## src/rtl/aecd_pkg.sv

```systemverilog
// ----------------------------------------------------------------------------
// aecd_pkg
// Shared codes, reset values and control types of the dilation block.
// ----------------------------------------------------------------------------
`timescale 1ns / 1ps
`default_nettype none

package aecd_pkg;

  // Default build sizes
  localparam int MAX_WIDTH_DEF  = 256;
  localparam int MAX_HEIGHT_DEF = 256;
  localparam int PASS_PAIRS_DEF = 5;

  // Command codes
  localparam logic [1:0] OP_LOAD = 2'd0;
  localparam logic [1:0] OP_RUN  = 2'd1;
  localparam logic [1:0] OP_READ = 2'd2;

  // Register indexes
  localparam logic [1:0] REG_WIDTH  = 2'd0;
  localparam logic [1:0] REG_HEIGHT = 2'd1;
  localparam logic [1:0] REG_CHANS  = 2'd2;
  localparam logic [1:0] REG_THRESH = 2'd3;

  // Register reset values
  localparam logic [8:0] WIDTH_RST  = 9'd256;
  localparam logic [8:0] HEIGHT_RST = 9'd256;
  localparam logic [2:0] CHANS_RST  = 3'd4;
  localparam logic [7:0] THRESH_RST = 8'd30;

  // Alpha written into a filled pixel
  localparam logic [7:0] OPAQUE_ALPHA = 8'hFF;

  // Source store selection for a pass
  localparam logic [1:0] SRC_SOURCE = 2'd0;
  localparam logic [1:0] SRC_A      = 2'd1;
  localparam logic [1:0] SRC_B      = 2'd2;

  // Pass engine control towards the stores
  typedef struct packed {
    logic       busy;
    logic       done;
    logic       we;
    logic       dst_b;
    logic [1:0] src_sel;
  } eng_ctl_t;

endpackage

`default_nettype wire

```

## src/rtl/aecd_pass.sv

```systemverilog
// ----------------------------------------------------------------------------
// aecd_pass
// Dilation sequencer: walks every pixel of every pass, reads the centre, and if
// it is not opaque reads neighbours in turn until one is; writes other store.
// ----------------------------------------------------------------------------
`timescale 1ns / 1ps
`default_nettype none

module aecd_pass #(
  parameter  int MAX_WIDTH  = aecd_pkg::MAX_WIDTH_DEF,
  parameter  int MAX_HEIGHT = aecd_pkg::MAX_HEIGHT_DEF,
  parameter  int PASS_PAIRS = aecd_pkg::PASS_PAIRS_DEF,
  localparam int DW = $clog2(MAX_WIDTH + 1),
  localparam int HW = $clog2(MAX_HEIGHT + 1),
  localparam int DEPTH = MAX_WIDTH * MAX_HEIGHT,
  localparam int AW = (DEPTH > 1) ? $clog2(DEPTH) : 1
) (
  input  wire logic              clk,
  input  wire logic              rst,
  input  wire logic              start,
  input  wire logic [DW-1:0]     w,
  input  wire logic [HW-1:0]     h,
  input  wire logic              nch3,
  input  wire logic [7:0]        thr,
  input  wire logic [31:0]       rd_data,
  output aecd_pkg::eng_ctl_t     ctl,
  output logic      [AW-1:0]     rd_addr,
  output logic      [AW-1:0]     wr_addr,
  output logic      [31:0]       wr_data
);

  localparam int NP = 2 * PASS_PAIRS + 1;
  localparam int PW = $clog2(NP + 1);

  localparam logic [1:0] S_IDLE = 2'd0;
  localparam logic [1:0] S_CEN  = 2'd1;
  localparam logic [1:0] S_CHKC = 2'd2;
  localparam logic [1:0] S_CHKN = 2'd3;

  localparam logic [1:0] NB_UP    = 2'd0;
  localparam logic [1:0] NB_LEFT  = 2'd1;
  localparam logic [1:0] NB_RIGHT = 2'd2;
  localparam logic [1:0] NB_DOWN  = 2'd3;

  logic [1:0]    state;
  logic [DW-1:0] x;
  logic [HW-1:0] y;
  logic [AW-1:0] m;
  logic [PW-1:0] pass;
  logic [1:0]    nb;
  logic [31:0]   px;

  logic          x_last, y_last, pass_last;
  logic [AW-1:0] w_a;
  logic [1:0]    nb_next;
  logic [7:0]    alpha;
  logic          opaque;
  logic [31:0]   merged;

  assign x_last    = (x == w - 1'b1);
  assign y_last    = (y == h - 1'b1);
  assign pass_last = (pass == PW'(NP - 1));
  assign w_a       = AW'(32'(w));
  assign nb_next   = (state == S_CHKC) ? NB_UP : nb + 2'd1;

  // Neighbour address with edge clamping
  always_comb begin
    case (state)
      S_CEN: rd_addr = m;
      default: begin
        case (nb_next)
          NB_UP:    rd_addr = (y == '0) ? m : m - w_a;
          NB_LEFT:  rd_addr = (x == '0) ? m : m - 1'b1;
          NB_RIGHT: rd_addr = x_last ? m : m + 1'b1;
          NB_DOWN:  rd_addr = y_last ? m : m + w_a;
          default:  rd_addr = m;
        endcase
      end
    endcase
  end

  // Opacity of the word just read, and the fill value
  assign alpha  = nch3 ? rd_data[23:16] : rd_data[31:24];
  assign opaque = (alpha > thr);
  assign merged = nch3 ? {px[31:24], aecd_pkg::OPAQUE_ALPHA, rd_data[15:0]}
                       : {aecd_pkg::OPAQUE_ALPHA, rd_data[23:0]};

  // Store control
  always_comb begin
    ctl.busy    = (state != S_IDLE);
    ctl.we      = ((state == S_CHKC) && opaque) ||
                  ((state == S_CHKN) && (opaque || (nb == NB_DOWN)));
    ctl.done    = ctl.we && x_last && y_last && pass_last;
    ctl.dst_b   = pass[0];
    ctl.src_sel = (pass == '0) ? aecd_pkg::SRC_SOURCE :
                  (pass[0] ? aecd_pkg::SRC_A : aecd_pkg::SRC_B);
  end

  assign wr_addr = m;
  assign wr_data = (state == S_CHKC) ? rd_data : (opaque ? merged : px);

  // Sequence pixels and passes
  always_ff @(posedge clk) begin
    if (rst) begin
      state <= S_IDLE;
      x     <= '0;
      y     <= '0;
      m     <= '0;
      pass  <= '0;
      nb    <= NB_UP;
    end else begin
      case (state)
        S_IDLE: begin
          if (start) begin
            state <= S_CEN;
            x     <= '0;
            y     <= '0;
            m     <= '0;
            pass  <= '0;
          end
        end
        S_CEN: begin
          state <= S_CHKC;
        end
        S_CHKC, S_CHKN: begin
          if (state == S_CHKC) begin
            px <= rd_data;
          end
          if (ctl.we) begin
            state <= S_CEN;
            if (x_last) begin
              x <= '0;
              if (y_last) begin
                y <= '0;
                m <= '0;
                if (pass_last) begin
                  state <= S_IDLE;
                  pass  <= '0;
                end else begin
                  pass <= pass + 1'b1;
                end
              end else begin
                y <= y + 1'b1;
                m <= m + 1'b1;
              end
            end else begin
              x <= x + 1'b1;
              m <= m + 1'b1;
            end
          end else begin
            state <= S_CHKN;
            nb    <= nb_next;
          end
        end
        default: state <= S_IDLE;
      endcase
    end
  end

endmodule

`default_nettype wire

```

## config.mk

```make
export PLATFORM = sky130hd
export DESIGN_NAME = aecd_pass
export DESIGN_NICKNAME = d
export VERILOG_FILES = /design/src/rtl/aecd_pkg.sv /design/src/rtl/aecd_pass.sv
export SDC_FILE = /design/constraint.sdc
export NUM_CORES = 1
export LEC_CHECK = 0
export BUFFER_PORTS_ARGS = -buffer_cell sky130_fd_sc_hd__clkbuf_2
export CORE_ASPECT_RATIO = 2
export CORE_MARGIN = 3
export CORE_UTILIZATION = 58
export DETAILED_ROUTE_END_ITERATION = 12
export HOLD_SLACK_MARGIN = 0.15
export PLACE_DENSITY_LB_ADDON = 0.05
export SYNTH_ARGS = -nofsm -noshare
export SYNTH_HDL_FRONTEND = slang
export SYNTH_SLANG_ARGS = --single-unit
```

## constraint.sdc

```tcl
create_clock -name clk -period 3.75 [get_ports clk]
set_input_delay 0.1875 -clock clk [delete_from_list [all_inputs] [get_ports clk]]
set_output_delay 0.1875 -clock clk [all_outputs]
set_load 0.03 [all_outputs]
```

==> results.yml <==
critical_path:
  crit_arrival_ns: 3.43
  crit_path_end_kind: "output port"
  worstPathRequired_ns: 3.56
  worstSetupPathType: "input pin to output port"
  worstSetupStartpointType: "input pin"
  worstPathMaxFanout: 8
sta:
  max_freq_mhz: 276.5
  setup-tns-final_ns: 0
  grt_setup_unrepaired: "false"
  finalCritPeriodShare_pct: 96.43
  setup_violations: 0
  maxSlewViolCount: 0
  worst_pin_slew_ns: 0.9816
  slew_headroom_pct: 34.06
  finalHoldViolations: 0
  min_period_ns: 3.616
  setup_ws_ns: 0.1339
  clock_skew_ns: 0.01107
power_and_ir_drop:
  max-vdd-ir-drop_mv: 0.3170
  p_sw_share_pct: 40.26
  switchingPower_w: 0.001199
  p_comb_share_pct: 39.8
  finalPower_w: 0.002978
  p_per_area_nw_per_um2: 345.2
  clock_power_share_pct: 30.2
  p_int_w: 0.001779
  p_leak_nw: 3.566
  seqPwrFrac_pct: 30.0
synth:
  synth_ff_type: "dfxtp_1"
  syn_inst: 921
  yosys.area_share.adder_pct: 7.247
  synth_xor_area_share_pct: 7.405
  yosysWarnings: 0
  async_reset_ff_share_pct: 0
  synth-edff-count: 32
  synth_common_cells: "99 x nand2_1, 76 x nor2_1, 57 x clkbuf_1"
  synth-simple-area-share_pct: 23.99
  postSynthAreaPerCell_um2: 7.723
  muxShareOfSynthArea_pct: 2.445
  synth.area.top_cells: "edfxtp_1 14%, dfxtp_1 12%, ha_1 6.7%"
  synthesis.nets: 1023
  synth_area_um2: 7113
  synth_top_area_share_pct: 13.51
  synth_cell_types: 82
  synth_most_common_cell: "nand2_1"
  yosysTopAreaCell: "edfxtp_1"
  synth_top_family_by_area: "compound AO/OA/AOI/OAI gates"
  ys_seq_area_share_pct: 25.33
  ys_ff_latch: 74
  synth_compound_area_share_pct: 26.86
floorplan:
  die_w_um: 84.31
  die-area_um2: 13710
  fp-row-count: 56
  core_area_um2: 11840
  die_h_um: 162.6
  start_util_pct: 60.07
  io-pin-count: 132
detailed_routing:
  antenna_left: 0
  routed_via_density: 6.570
  totalWireLength_um: 25270
  vias: 7989
  wl_per_cell_um: 20.78
  drc: 0
  dr.pass1.iters: 5
  drt_iter0_markers: 585
flow_run:
  max_cap_violations: 0
clock_network:
  root_buffer: "clkbuf_16"
  numClockSinks: 74
  cts_max_level: 3
  clock_latency_ns: 0.35
  path_clk_slew_ns: 0.07
  cts_buffer_depth: 2
  tritoncts: "built"
  cts_buffers: 9
place:
  hpwl_um: 18690
  placed_area_um2: 7975
  pre_cts_ws_ns: 0.2394
  place_congestion: 0.9852
  portBuffers: 131
run_status:
  outcome: "complete, no violations"
global_routing:
  groute.usage.overall_pct: 36.19
  antenna_found_initial: 0
  grt_overflow: 0
  grt_pass1_vias: 7858
  grt_pass1_wl_um: 39410
  grt_max_degree: 33
layout:
  fin_area_um2: 8627
  syn_to_final_growth_pct: 21.28
  final_nets: 1168
  drive_gt1_share_pct: 20.45
  utilization_pct: 72.86
  n_antenna_cell: 0
min_path:
  hold_path_class: "input pin to flop"
[worst paths after layout]
check	from	endpoint	slack [ns]	cells past startpoint
min	start	state[0]	0.16	3
max	rd_data[21]	wr_data[20]	0.13	12
min reg2reg	nb[1]	nb[1]	0.47	2
max reg2reg	x[8]	wr_addr[13]	0.62	10
[cells by family (layout without fill, tap and decap cells)]
kind of cell / Yosys count / count (layout)
xor+xnor: 57 / 57
mux: 16 / 16
simple gates: 346 / 346
compound gates: 268 / 268
flops: 74 / 74
buf+inv: 120 / 270
fa+ha+maj: 40 / 40
[cell usage in the layout (no fill, tap or decap), drive strengths merged, types with 17 or more instances in the layout]
| master | n |
|---|---|
| nand2 | 99 |
| a21oi | 45 |
| nor3 | 38 |
| o21ai | 50 |
| buf | 39 |
| ha | 38 |
| o22a | 17 |
| and3 | 17 |
| clkbuf | 141 |
| xor2 | 20 |
| nor2 | 76 |
| nand3 | 28 |
| edfxtp | 32 |
| a211oi | 18 |
| inv | 57 |
| dlygate4sd3 | 32 |
| xnor2 | 35 |
| nor4 | 17 |
| dfxtp | 42 |
[power by group through the flow]
stage          registers [W]  logic [W]  clock network [W]
5_1_grt             0.000895    0.00127           0.000942
3_3_place_gp        0.000908    0.00112                  0
3_5_place_dp        0.000909    0.00113                  0
4_1_cts             0.000891    0.00116           0.000904
2_1_floorplan       0.000901   0.000780                  0
6_report            0.000893    0.00119           0.000900
[registers in the layout, summed over array words and instances (netlist names)]
signal	flops
wr_addr	16
state	2
x	9
y	9
nb	2
px	32
pass	4
[metrics by stage]
step	cells	hold WS, ns
floorplan	921	0.2864
CTS	1216	0.1706
global placement	1168	0.3816
finish	1216	0.1641
global route	1216	0.2070
detailed placement	1168	0.3825
[worst max-delay path: stages]
cell	delay [ns]
dlygate4sd3_1	0.54
clkbuf_2	0.14
mux2_2	0.28
ha_1	0.29
a21o_1	0.17
a21o_1	0.18
a21o_1	0.18
o22ai_1	0.34
nor2_1	0.08
nor2_1	0.57
o22a_1	0.25
clkbuf_2	0.21
[cell type report]
cell class / instances / area [um2]
inverters: 52 / 195.2
repair buffers: 202 / 1281
flip-flops and latches: 74 / 1803
clock inverters: 6 / 53.80
multi-input cells: 727 / 4862
fillers: 1000 / 3214
clock buffers: 10 / 250.2
well taps: 145 / 181.4
[repair_timing]
item                                    4_1_cts  5_1_grt
gates cloned                                  0        0
hold endpoints to repair                     32        0
endpoints found under the setup margin        2        5
hold buffers                                 32        0
resized for setup                             2        6
buffers inserted                              0        0
[per-layer routing]
layer	part of all wire [%]	up-vias	GRT usage [%]
li1	-	3716	-
met4	7.5	0	27.01
met2	52	445	65.36
met5	0	-	0
met1	34	3675	36.16
met3	6.7	153	6.380
No activity file was read; power rests on OpenSTA's default activity.
